### src/hdl/ptsb_pkg.sv
`default_nettype none

package ptsb_pkg;

   localparam int PERIOD_W     = 32;
   localparam int SLOT_FIELD_W = 4;
   localparam int STATUS_W     = 3;
   localparam int KIND_W       = 2;

   localparam logic [KIND_W-1:0] KIND_ADD  = 2'd0;
   localparam logic [KIND_W-1:0] KIND_STOP = 2'd1;
   localparam logic [KIND_W-1:0] KIND_TICK = 2'd2;

   localparam logic [STATUS_W-1:0] ST_ADDED   = 3'd0;
   localparam logic [STATUS_W-1:0] ST_FULL    = 3'd1;
   localparam logic [STATUS_W-1:0] ST_BADPER  = 3'd2;
   localparam logic [STATUS_W-1:0] ST_STOPPED = 3'd3;
   localparam logic [STATUS_W-1:0] ST_FIRED   = 3'd4;

   // write enables of the two slot memories
   typedef struct packed {
      logic timer;
      logic link;
   } mem_wen_type;

endpackage

`default_nettype wire

### src/hdl/ptsb_free_find.sv
`default_nettype none

module ptsb_free_find #(
   parameter int NUM_SLOTS = 16,
   parameter int IDX_W     = 4
) (
   input  wire  logic [NUM_SLOTS-1:0] slot_busy,
   output logic                       free_found,
   output logic [IDX_W-1:0]           free_idx
);

   // lowest clear bit wins
   always_comb begin
      free_found = 1'b0;
      free_idx   = '0;
      for (int i = NUM_SLOTS - 1; i >= 0; i--) begin
         if (!slot_busy[i]) begin
            free_found = 1'b1;
            free_idx   = IDX_W'(i);
         end
      end
   end

endmodule

`default_nettype wire

### src/hdl/ptsb_slot_store.sv
`default_nettype none

module ptsb_slot_store #(
   parameter int NUM_SLOTS   = 16,
   parameter int IDX_W       = 4,
   parameter int COUNT_WIDTH = 32
) (
   input  wire  logic                       clock,
   input  wire  logic                       rd_en,
   input  wire  logic [IDX_W-1:0]           rd_addr,
   input  wire  ptsb_pkg::mem_wen_type      wen,
   input  wire  logic [IDX_W-1:0]           tim_addr,
   input  wire  logic [2*COUNT_WIDTH:0]     tim_wdata,
   input  wire  logic [IDX_W-1:0]           link_addr,
   input  wire  logic [IDX_W-1:0]           link_wdata,
   output logic [2*COUNT_WIDTH:0]           tim_rdata_ff,
   output logic [IDX_W-1:0]                 link_rdata_ff
);

   // timer word: remaining count over reload period
   logic [2*COUNT_WIDTH:0] timer_mem [NUM_SLOTS];
   logic [IDX_W-1:0]       link_mem  [NUM_SLOTS];

   always_ff @(posedge clock) begin
      if (wen.timer) begin
         timer_mem[tim_addr] <= tim_wdata;
      end
      if (rd_en) begin
         tim_rdata_ff <= timer_mem[rd_addr];
      end
   end

   always_ff @(posedge clock) begin
      if (wen.link) begin
         link_mem[link_addr] <= link_wdata;
      end
      if (rd_en) begin
         link_rdata_ff <= link_mem[rd_addr];
      end
   end

endmodule

`default_nettype wire

### src/hdl/periodic_timer_slot_bank_unit.sv
// Channel   Ports                                     Transfer
// request   start, busy, req_kind/period/slot         start && !busy
// response  rsp_strobe, rsp_status/slot_index/last    rsp_strobe, one cycle, no stall
//
// Add and stop are handled when accepted; the response follows on the next cycle.
// A tick walks the N slots in the ring: the walk reads one slot a cycle
// from the slot memories, whose registered read is overlapped with the
// previous slot's write-back.
// Synchronous reset empties the ring and frees all slots; no clearing pass.
// busy stays high for the whole tick walk; responses are never held.
`default_nettype none

module periodic_timer_slot_bank_unit #(
   parameter int NUM_SLOTS   = 16,
   parameter int COUNT_WIDTH = 32
) (
   input  wire  logic                            clock,
   input  wire  logic                            reset,
   input  wire  logic                            start,
   output logic                                  busy,
   input  wire  logic [ptsb_pkg::KIND_W-1:0]     req_kind,
   input  wire  logic [ptsb_pkg::PERIOD_W-1:0]   req_period,
   input  wire  logic [ptsb_pkg::SLOT_FIELD_W-1:0] req_slot,
   output logic                                  rsp_strobe,
   output logic [ptsb_pkg::STATUS_W-1:0]         rsp_status,
   output logic [ptsb_pkg::SLOT_FIELD_W-1:0]     rsp_slot_index,
   output logic                                  rsp_last
);

   localparam int IDX_W = $clog2(NUM_SLOTS);
   localparam int CW    = COUNT_WIDTH;
   localparam int TW    = 2 * COUNT_WIDTH + 1;

   typedef enum logic [1:0] {
      S_IDLE,
      S_WALK,
      S_DRAIN
   } state_type;

   state_type                         state_ff;
   logic                              busy_ff;
   logic [NUM_SLOTS-1:0]              slot_busy_ff;
   logic [NUM_SLOTS-1:0]              running_ff;
   logic [IDX_W-1:0]                  head_ff;
   logic [IDX_W-1:0]                  tail_ff;
   logic                              empty_ff;
   logic [IDX_W-1:0]                  node_ff;
   logic [IDX_W-1:0]                  prev_ff;
   logic                              have_prev_ff;
   logic [IDX_W-1:0]                  visit_ff;
   logic                              pend_valid_ff;
   logic [IDX_W-1:0]                  pend_idx_ff;
   logic                              rsp_strobe_ff;
   logic [ptsb_pkg::STATUS_W-1:0]     rsp_status_ff;
   logic [ptsb_pkg::SLOT_FIELD_W-1:0] rsp_slot_ff;
   logic                              rsp_last_ff;

   logic                  accept;
   logic [CW-1:0]         per;
   logic                  per_zero;
   logic                  free_found;
   logic [IDX_W-1:0]      free_idx;
   logic [IDX_W-1:0]      req_idx;
   logic                  stop_in_range;

   logic                  rd_en;
   logic [IDX_W-1:0]      rd_addr;
   ptsb_pkg::mem_wen_type wen;
   logic [IDX_W-1:0]      tim_addr;
   logic [TW-1:0]         tim_wdata;
   logic [IDX_W-1:0]      link_addr;
   logic [IDX_W-1:0]      link_wdata;
   logic [TW-1:0]         tim_rdata;
   logic [IDX_W-1:0]      link_rdata;

   logic [CW:0]           rem_rd;
   logic [CW-1:0]         reload_rd;
   logic [CW:0]           rem_dec;
   logic                  fire;
   logic                  node_running;
   logic                  at_tail;
   logic                  walk_end;
   logic                  becomes_empty;

   assign busy           = busy_ff;
   assign rsp_strobe     = rsp_strobe_ff;
   assign rsp_status     = rsp_status_ff;
   assign rsp_slot_index = rsp_slot_ff;
   assign rsp_last       = rsp_last_ff;

   assign accept        = start && !busy_ff;
   assign per           = CW'(req_period);
   assign per_zero      = (per == '0);
   assign req_idx       = IDX_W'(req_slot);
   assign stop_in_range = (32'(req_slot) < 32'(NUM_SLOTS));

   assign rem_rd        = tim_rdata[TW-1:CW];
   assign reload_rd     = tim_rdata[CW-1:0];
   assign rem_dec       = (rem_rd != '0) ? (rem_rd - (CW+1)'(1)) : rem_rd;
   assign fire          = (rem_dec == '0);
   assign node_running  = running_ff[node_ff];
   assign at_tail       = (node_ff == tail_ff);
   assign walk_end      = at_tail || (visit_ff == IDX_W'(NUM_SLOTS - 1));
   assign becomes_empty = !node_running && !have_prev_ff && at_tail;

   ptsb_free_find #(
      .NUM_SLOTS(NUM_SLOTS),
      .IDX_W    (IDX_W)
   ) u_free_find (
      .slot_busy (slot_busy_ff),
      .free_found(free_found),
      .free_idx  (free_idx)
   );

   ptsb_slot_store #(
      .NUM_SLOTS  (NUM_SLOTS),
      .IDX_W      (IDX_W),
      .COUNT_WIDTH(COUNT_WIDTH)
   ) u_slot_store (
      .clock        (clock),
      .rd_en        (rd_en),
      .rd_addr      (rd_addr),
      .wen          (wen),
      .tim_addr     (tim_addr),
      .tim_wdata    (tim_wdata),
      .link_addr    (link_addr),
      .link_wdata   (link_wdata),
      .tim_rdata_ff (tim_rdata),
      .link_rdata_ff(link_rdata)
   );

   // memory port control
   always_comb begin
      rd_en      = 1'b0;
      rd_addr    = head_ff;
      wen        = '0;
      tim_addr   = node_ff;
      tim_wdata  = tim_rdata;
      link_addr  = prev_ff;
      link_wdata = link_rdata;
      case (state_ff)
         S_IDLE: begin
            if (accept && req_kind == ptsb_pkg::KIND_ADD && !per_zero && free_found) begin
               wen.timer = 1'b1;
               tim_addr  = free_idx;
               tim_wdata = {({1'b0, per} + (CW+1)'(1)), per};
               if (!empty_ff) begin
                  wen.link   = 1'b1;
                  link_addr  = tail_ff;
                  link_wdata = free_idx;
               end
            end
            if (accept && req_kind == ptsb_pkg::KIND_TICK && !empty_ff) begin
               rd_en   = 1'b1;
               rd_addr = head_ff;
            end
         end
         S_WALK: begin
            if (node_running) begin
               wen.timer = 1'b1;
               tim_addr  = node_ff;
               tim_wdata = fire ? {{1'b0, reload_rd}, reload_rd} : {rem_dec, reload_rd};
            end else if (have_prev_ff) begin
               // unlink: predecessor skips the stopped slot
               wen.link   = 1'b1;
               link_addr  = prev_ff;
               link_wdata = link_rdata;
            end
            if (!walk_end) begin
               rd_en   = 1'b1;
               rd_addr = link_rdata;
            end
         end
         default: begin
         end
      endcase
   end

   always_ff @(posedge clock) begin
      if (reset) begin
         state_ff      <= S_IDLE;
         busy_ff       <= 1'b0;
         slot_busy_ff  <= '0;
         running_ff    <= '0;
         head_ff       <= '0;
         tail_ff       <= '0;
         empty_ff      <= 1'b1;
         have_prev_ff  <= 1'b0;
         pend_valid_ff <= 1'b0;
         rsp_strobe_ff <= 1'b0;
      end else begin
         case (state_ff)
            S_IDLE: begin
               rsp_strobe_ff <= accept && (req_kind == ptsb_pkg::KIND_ADD
                                           || req_kind == ptsb_pkg::KIND_STOP);
               if (accept) begin
                  case (req_kind)
                     ptsb_pkg::KIND_ADD: begin
                        rsp_last_ff   <= 1'b1;
                        if (per_zero) begin
                           rsp_status_ff <= ptsb_pkg::ST_BADPER;
                           rsp_slot_ff   <= '0;
                        end else if (!free_found) begin
                           rsp_status_ff <= ptsb_pkg::ST_FULL;
                           rsp_slot_ff   <= '0;
                        end else begin
                           rsp_status_ff          <= ptsb_pkg::ST_ADDED;
                           rsp_slot_ff            <= ptsb_pkg::SLOT_FIELD_W'(free_idx);
                           slot_busy_ff[free_idx] <= 1'b1;
                           running_ff[free_idx]   <= 1'b1;
                           if (empty_ff) begin
                              head_ff  <= free_idx;
                              empty_ff <= 1'b0;
                           end
                           tail_ff <= free_idx;
                        end
                     end
                     ptsb_pkg::KIND_STOP: begin
                        rsp_last_ff   <= 1'b1;
                        rsp_status_ff <= ptsb_pkg::ST_STOPPED;
                        rsp_slot_ff   <= req_slot;
                        if (stop_in_range && slot_busy_ff[req_idx]) begin
                           running_ff[req_idx] <= 1'b0;
                        end
                     end
                     ptsb_pkg::KIND_TICK: begin
                        if (!empty_ff) begin
                           state_ff      <= S_WALK;
                           busy_ff       <= 1'b1;
                           node_ff       <= head_ff;
                           have_prev_ff  <= 1'b0;
                           visit_ff      <= '0;
                           pend_valid_ff <= 1'b0;
                        end
                     end
                     default: begin
                     end
                  endcase
               end
            end
            S_WALK: begin
               rsp_strobe_ff <= node_running && fire && pend_valid_ff;
               if (node_running) begin
                  // a firing is held back until the next firing or the drain so last can be marked
                  if (fire) begin
                     if (pend_valid_ff) begin
                        rsp_status_ff <= ptsb_pkg::ST_FIRED;
                        rsp_slot_ff   <= ptsb_pkg::SLOT_FIELD_W'(pend_idx_ff);
                        rsp_last_ff   <= 1'b0;
                     end
                     pend_valid_ff <= 1'b1;
                     pend_idx_ff   <= node_ff;
                  end
                  prev_ff      <= node_ff;
                  have_prev_ff <= 1'b1;
               end else begin
                  slot_busy_ff[node_ff] <= 1'b0;
                  if (!have_prev_ff) begin
                     if (at_tail) begin
                        empty_ff <= 1'b1;
                     end else begin
                        head_ff <= link_rdata;
                     end
                  end else if (at_tail) begin
                     tail_ff <= prev_ff;
                  end
               end
               if (walk_end) begin
                  state_ff <= S_DRAIN;
                  if (becomes_empty) begin
                     head_ff <= '0;
                     tail_ff <= '0;
                  end
               end else begin
                  node_ff  <= link_rdata;
                  visit_ff <= visit_ff + IDX_W'(1);
               end
            end
            S_DRAIN: begin
               rsp_strobe_ff <= pend_valid_ff;
               if (pend_valid_ff) begin
                  rsp_status_ff <= ptsb_pkg::ST_FIRED;
                  rsp_slot_ff   <= ptsb_pkg::SLOT_FIELD_W'(pend_idx_ff);
                  rsp_last_ff   <= 1'b1;
               end
               pend_valid_ff <= 1'b0;
               state_ff      <= S_IDLE;
               busy_ff       <= 1'b0;
            end
            default: begin
               rsp_strobe_ff <= 1'b0;
               state_ff      <= S_IDLE;
               busy_ff       <= 1'b0;
            end
         endcase
      end
   end

endmodule

`default_nettype wire

### config.mk
export PLATFORM = sky130hd
export DESIGN_NAME = periodic_timer_slot_bank_unit
export DESIGN_NICKNAME = d
export VERILOG_FILES = /design/src/hdl/ptsb_pkg.sv /design/src/hdl/ptsb_free_find.sv /design/src/hdl/ptsb_slot_store.sv /design/src/hdl/periodic_timer_slot_bank_unit.sv
export SDC_FILE = /design/constraint.sdc
export NUM_CORES = 2
export LEC_CHECK = 0
export BUFFER_PORTS_ARGS = -buffer_cell sky130_fd_sc_hd__buf_2
export CORE_ASPECT_RATIO = 1.1
export CORE_UTILIZATION = 30
export CTS_CLUSTER_DIAMETER = 50
export CTS_CLUSTER_SIZE = 28
export DETAILED_ROUTE_END_ITERATION = 12
export REMOVE_ABC_BUFFERS = 1
export SLEW_MARGIN = 20
export SYNTH_ARGS = -nofsm -noshare
export SYNTH_HDL_FRONTEND = slang
export SYNTH_SLANG_ARGS = --single-unit
export TNS_END_PERCENT = 1
### constraint.sdc
create_clock -name clock -period 5.9 [get_ports clock]
set_input_delay 1.18 -clock clock [delete_from_list [all_inputs] [get_ports clock]]
set_output_delay 1.18 -clock clock [all_outputs]
set_load 0.005 [all_outputs]
# Word level (Yosys, flattened, before mapping)
# Memory sizes are Yosys's and may differ from the RTL's. A register that Yosys moved wholly into a read port is not among the register bits.
# Index checks and enable logic that the tools add are counted.
[totals]
register_bits = 71
latch_bits = 0
ram_bits = 1104
romBits = 0
output_inout_bits = 10
elab_cells = 267
mem_count = 2
[mem_list]
columns = ["memory", "words", "width", "read_ports", "rd_ports_with_merged_regs", "write_ports", "line", "rtl"]
rows = [
  ["u_slot_store.timer_mem", 16, 65, 1, 1, 1, "ptsb_slot_store.sv:21", "logic [2*COUNT_WIDTH:0] timer_mem [NUM_SLOTS];"],
  ["u_slot_store.link_mem", 16, 4, 1, 1, 1, "ptsb_slot_store.sv:22", "logic [IDX_W-1:0] link_mem [NUM_SLOTS];"],
]
[classes]
add_sub_neg = 3
n_mul = 0
div = 0
order_cmp = 6
eq_ne = 27
shift = 0
n_mux = 160
bitwise = 8
n_reduce_logical = 44
[ops]
columns = ["cell", "count"]
rows = [
  ["4-bit 2-to-1 mux", 59],
  ["65-bit 2-to-1 mux", 3],
  ["65-bit case mux with 2 select lines", 1],
  ["16-bit 2-to-1 mux", 8],
  ["16-bit case mux with 2 select lines", 2],
  ["1-bit 2-to-1 mux", 54],
  ["4-bit case mux with 2 select lines", 5],
  ["2-bit != test (second input constant)", 19],
  ["6-bit AND reduction", 6],
  ["32-bit by 1-bit adder with 33-bit output (second input constant)", 1],
  ["33-bit logical NOT", 1],
  ["33-bit 2-to-1 mux", 1],
  ["33-bit nonzero test", 1],
  ["33-bit by 1-bit subtractor with 33-bit output (second input constant)", 1],
  ["16-bit AND", 2],
  ["32-bit logical NOT", 1],
  ["16-bit inverter", 2],
  ["16-bit OR", 2],
  ["8-bit AND reduction", 2],
  ["4-bit by 5-bit < comparator with 1-bit output (second input constant)", 3],
  ["1-bit logical AND", 14],
  ["1-bit demux with 4-bit select", 3],
  ["4-bit by 1-bit >= comparator with 1-bit output (second input constant)", 3],
  ["2-bit 2-to-1 mux", 6],
  ["25 further kinds", 48],
]

# Longest topological paths before layout
[logic_depth]
depth_word = 26
mapped_depth = 14

# Hierarchy
# A second synthesis with hierarchy kept.
[unflattened]
cells_unflattened = 2757
hier_area_um2 = 50668.6
[by_module_without_submodules]
columns = ["module", "n_inst", "cells_per_inst", "area_each_um2", "seq_area_each_um2"]
rows = [
  ["ptsb_slot_store", 1, 1799, 43495.5, 35223.8],
  ["periodic_timer_slot_bank_unit", 1, 924, 7006.7, 1661.6],
  ["ptsb_free_find", 1, 34, 166.4, 0.0],
]

# Worst setup path after synthesis
# OpenSTA, ideal clock, no wires.
[synth_path]
path_kind = "input to register"
startpoint = "input port req_period[0] in the netlist's numbering"
endpoint = "memory u_slot_store.timer_mem[6][0] in the netlist's numbering (enable)"
arrival_time_ns = 5.535
t_required_ns = 5.412
path_slack_ns = -0.124
path_stages = 9
cell_sequence = "inv_1 > ha_1 > nor4b_1 > nand4_1 > o211ai_1 > nor2_1 > o31ai_1 > nand2_1 > nor2_1"
[synth_via]
elab_chain_cells = 8
[synth_rtl]
columns = ["element", "line", "rtl"]
rows = [
  ["start, declared", "periodic_timer_slot_bank_unit.sv:22", "input wire logic [ptsb_pkg::PERIOD_W-1:0] req_period,"],
  ["32-bit logical NOT (*)", "periodic_timer_slot_bank_unit.sv:93", "assign per_zero = (per == '0);"],
  ["1-bit logical NOT (*)", "periodic_timer_slot_bank_unit.sv:143", "if (accept && req_kind == ptsb_pkg::KIND_ADD && !per_zero && free_found) begin"],
  ["1-bit logical AND (*) (2 in a row)", "periodic_timer_slot_bank_unit.sv:143", ""],
  ["2-bit 2-to-1 mux", "periodic_timer_slot_bank_unit.sv:143", ""],
  ["2-bit case mux with 2 select lines", "periodic_timer_slot_bank_unit.sv:141", "case (state_ff)"],
  ["1-bit 2-to-1 mux", "ptsb_slot_store.sv:25", "if (wen.timer) begin"],
  ["1-bit 2-to-1 mux (not written as such)", "ptsb_slot_store.sv:26", "timer_mem[tim_addr] <= tim_wdata;"],
  ["end, declared", "ptsb_slot_store.sv:21", ""],
]
# Every way passes the cells marked *; elsewhere a longest branch is shown, timed or not.

# Final worst setup path
[layout_path]
startpoint = "register u_slot_store.tim_rdata_ff[32], read port of u_slot_store.timer_mem"
endpoint = "memory u_slot_store.timer_mem[8][49] in the netlist's numbering, data pin"
[layout_via]
elab_chain_cells = 6
[layout_rtl]
columns = ["element", "line", "rtl"]
rows = [
  ["start, declared", "ptsb_slot_store.sv:16", "output logic [2*COUNT_WIDTH:0] tim_rdata_ff,"],
  ["33-bit by 1-bit subtractor with 33-bit output or 33-bit nonzero test (tied branches)", "periodic_timer_slot_bank_unit.sv:99", "assign rem_dec = (rem_rd != '0) ? (rem_rd - (CW+1)'(1)) : rem_rd;"],
  ["33-bit 2-to-1 mux (*)", "periodic_timer_slot_bank_unit.sv:99", ""],
  ["33-bit logical NOT", "periodic_timer_slot_bank_unit.sv:100", "assign fire = (rem_dec == '0);"],
  ["65-bit 2-to-1 mux (*)", "periodic_timer_slot_bank_unit.sv:162", "tim_wdata = fire ? {{1'b0, reload_rd}, reload_rd} : {rem_dec, reload_rd};"],
  ["65-bit 2-to-1 mux (*)", "periodic_timer_slot_bank_unit.sv:159", "if (node_running) begin"],
  ["65-bit case mux with 2 select lines (*)", "periodic_timer_slot_bank_unit.sv:141", ""],
  ["via tim_wdata[49]", "periodic_timer_slot_bank_unit.sv:70", "logic [TW-1:0] tim_wdata;"],
]
# Mark *: on every way through the listed nets, which the timed path passes. The rest lies on a longest branch.

==> metrics <==
status=complete, no violations; Iter 0 DRT Violations=2953; count of cell types in the netlist=79; Synth Area in XOR/XNOR=0.00805; Hold Crit Class=reg2reg; fin crit share=0.878; filler instances=16025; Top Ports=51; FMAX=193 MHz; YS warnings=0; routability cong.=0.925; TritonCTS clock tree=built; maxcap violations=0; CP max FO=31; prevailing post-synth register cell=edfxtp_1; die footprint=between 150000 and 200000 um2; initial core utilization=0.303; Pleak=roughly 18 nW; Adder-Cell Fraction of Synth Area=0.00220; FF+latch area=36900 um2; Final setup viols=0; ys async rst share=0; VDD IR max=312 uV; CP required=6340 ps; CP cell instances=inv_1 > ha_1 > nor4b_1 > nand2_1 > nor4_2 > buf_4 > nor3_1 > o32ai_1 > nor4b_4 > nand4_4 > buf_4 > o21ai_2; # hold bufs at CTS=0; Post-synth EDFFs=approximately 1200; ANT nets after route=0; Die Span Y=435 um; layout cells sized above 1=0.162; Vias=31136; placed cell count=between 5000 and 6000; Power, Total=between 15 and 20 mW; Clock Sink Count=~1200; unrepaired setup endpoints after global routing=false; post-CTS sizing=0; Syn Inst Count=3557; final hold vios=0; first-pass GRT wire length=about 200000 um; DRC=0; slew margin rel.=0.236; maximum root-to-sink buffer count=3; post-synth top area share=0.703; PortBufs=50; Synth area leader=edfxtp_1; area delta synth->final=14.4%; Setup CP Type=reg2reg; largest net degree at the start of global routing=132; Clock H-tree levels=3; initial antenna violation count=30; clk_lat worst skew=750 ps; post-synthesis mux area share=0.0687; crit-path max cell delay=~620 ps; CP dominant cell by count=buf_4; Multi-input gate area=13500 um2; Clock transition at path regs=70 ps; Synth Cell Area=51200 um2; vias in the first global route=about 30000; total core area=169000 um2; Slowest cell on crit path=nor4b_1; Total GRT Usage=0.158; worst-margin pin slew=1140 ps; clock root buffer=clkbuf_16; fin crit period=a little over 5000 ps; most common cell in the netlist=edfxtp_1; clk_skew=40.1 ps; DP HPWL=83800 um; CTS Buf Count=slightly above 100; post-synthesis compound-gate area fraction=0.0558; FF+latch count, synth=1244; Final Slew Violations=0; post-CTS setup buffer count=0; WL final=139000 um; critical path startpoint category=register; row count=between 150 and 200; Syn Area/Cell=14.4 um2; CP arrival=5620 ps; Die W=roughly 400 um; critical path endpoint category=register; gr ovfl total=0; register area share after synthesis=0.721; vias per cell=5.20; post-synthesis simple-gate area fraction=0.125; Commonest cells post-synth=edfxtp_1, nand2_1, nand3_1; synth top area cells=edfxtp_1, mux4_2, nand2_1, nand3_1, dfxtp_1; Finished Layout Cells=5993; DRT Pass-1 Iters=6; nets@finish=3704; pwr/cell area=roughly 300 nW/um2; routed length per placed instance=roughly 23 um; main combinational cell family by area after synthesis=simple AND/OR/NAND/NOR gates
cell families (layout without fill, tap and decap cells):
kind of cell | count (synthesis) | count (layout)
AND/OR/NAND/NOR | 1384 | 1384
XOR/XNOR | 47 | 47
buffers and inverters | 256 | 440
other | 0 | 12
AO/OA/AOI/OAI | 451 | 451
adder cells (fa/ha/maj) | 9 | 9
flip-flops | 1244 | 1244
multiplexers | 166 | 166
cell usage in the layout, fill, tap and decap left out, types with 16 or more instances in the layout:
cell,instances
o21ai_0,173
nand2_1,699
buf_2,50
inv_1,50
xor2_1,22
nand3_1,313
nor4_1,23
inv_6,19
a22oi_1,73
buf_4,133
xnor2_1,25
clkbuf_16,103
nor2_4,22
dfxtp_1,47
edfxtp_1,1197
a21oi_1,73
nand4_1,95
nor2_1,91
clkinv_4,16
mux4_2,147
nor3_1,34
layer usage:
metal	track usage	part of all wire	wire length [um]	vias up
li1	-	-	-	13873
met1	0.209	0.41	57500	15905
met4	0.0494	0.026	3590	28
met5	0	0.0011	158	-
met3	0.0303	0.072	10100	226
met2	0.262	0.49	67600	1104
worst max-delay path: cells and delay by family, from the launching register on:
kind	cells	cell delay (ps)
fa+ha+maj	1	150
compound gates	2	970
simple gates	6	2310
flops	1	520
buf+inv	3	940
per-stage QoR:
step                setup TNS (ps)   util  hold WS [ps]  area [um2]  setup slack (ps)
finish                           0  0.346           477       58500               719
global route                     0  0.346           502       58500               540
CTS                              0  0.346           475       58500               760
detailed placement               0  0.325           466       54900               796
global placement                 0  0.325           458       54900               897
floorplan                 -2178210      -           444       50400            -20330
sequential cells by signal, indices dropped and copies added, names as in the netlist, 4 cells and up:
register	count
u_slot_store.link_mem	64
u_slot_store.link_rdata_ff	4
slot_busy_ff	16
u_slot_store.tim_rdata_ff	65
visit_ff	4
node_ff	4
pend_idx_ff	4
head_ff	4
prev_ff	4
tail_ff	4
u_slot_store.timer_mem	1040
rsp_slot_index	4
running_ff	16
report_power, final:
group | internal [mW] | switching (mW)
combinational | 0.192 | 0.480
sequential | 9.74 | 0.0347
clock | 3.64 | 3.58
worst paths after layout:
| kind | from | to | slack, ps | cells after the start |
|---|---|---|---|---|
| max | u_slot_store.tim_rdata_ff[32]$_DFFE_PP_ | u_slot_store.timer_mem[8][49]$_DFFE_PP_ | 720 | 12 |
| min | running_ff[0]$_SDFFE_PP0P_ | running_ff[0]$_SDFFE_PP0P_ | 480 | 2 |
| max reg2reg | u_slot_store.tim_rdata_ff[32]$_DFFE_PP_ | u_slot_store.timer_mem[8][49]$_DFFE_PP_ | 720 | 12 |
| min reg2reg | running_ff[0]$_SDFFE_PP0P_ | running_ff[0]$_SDFFE_PP0P_ | 480 | 2 |
layout make-up:
class | instances | share of cell area
diodes | 12 | 0.000513
clock buffers | 106 | 0.0442
clock inverters | 86 | 0.0173
inverters | 52 | 0.00333
multi-input cells | 2057 | 0.231
flip-flops and latches | 1244 | 0.630
well taps | 2240 | 0.0479
repair buffers | 196 | 0.0258
(Power assumes the default switching activity.)
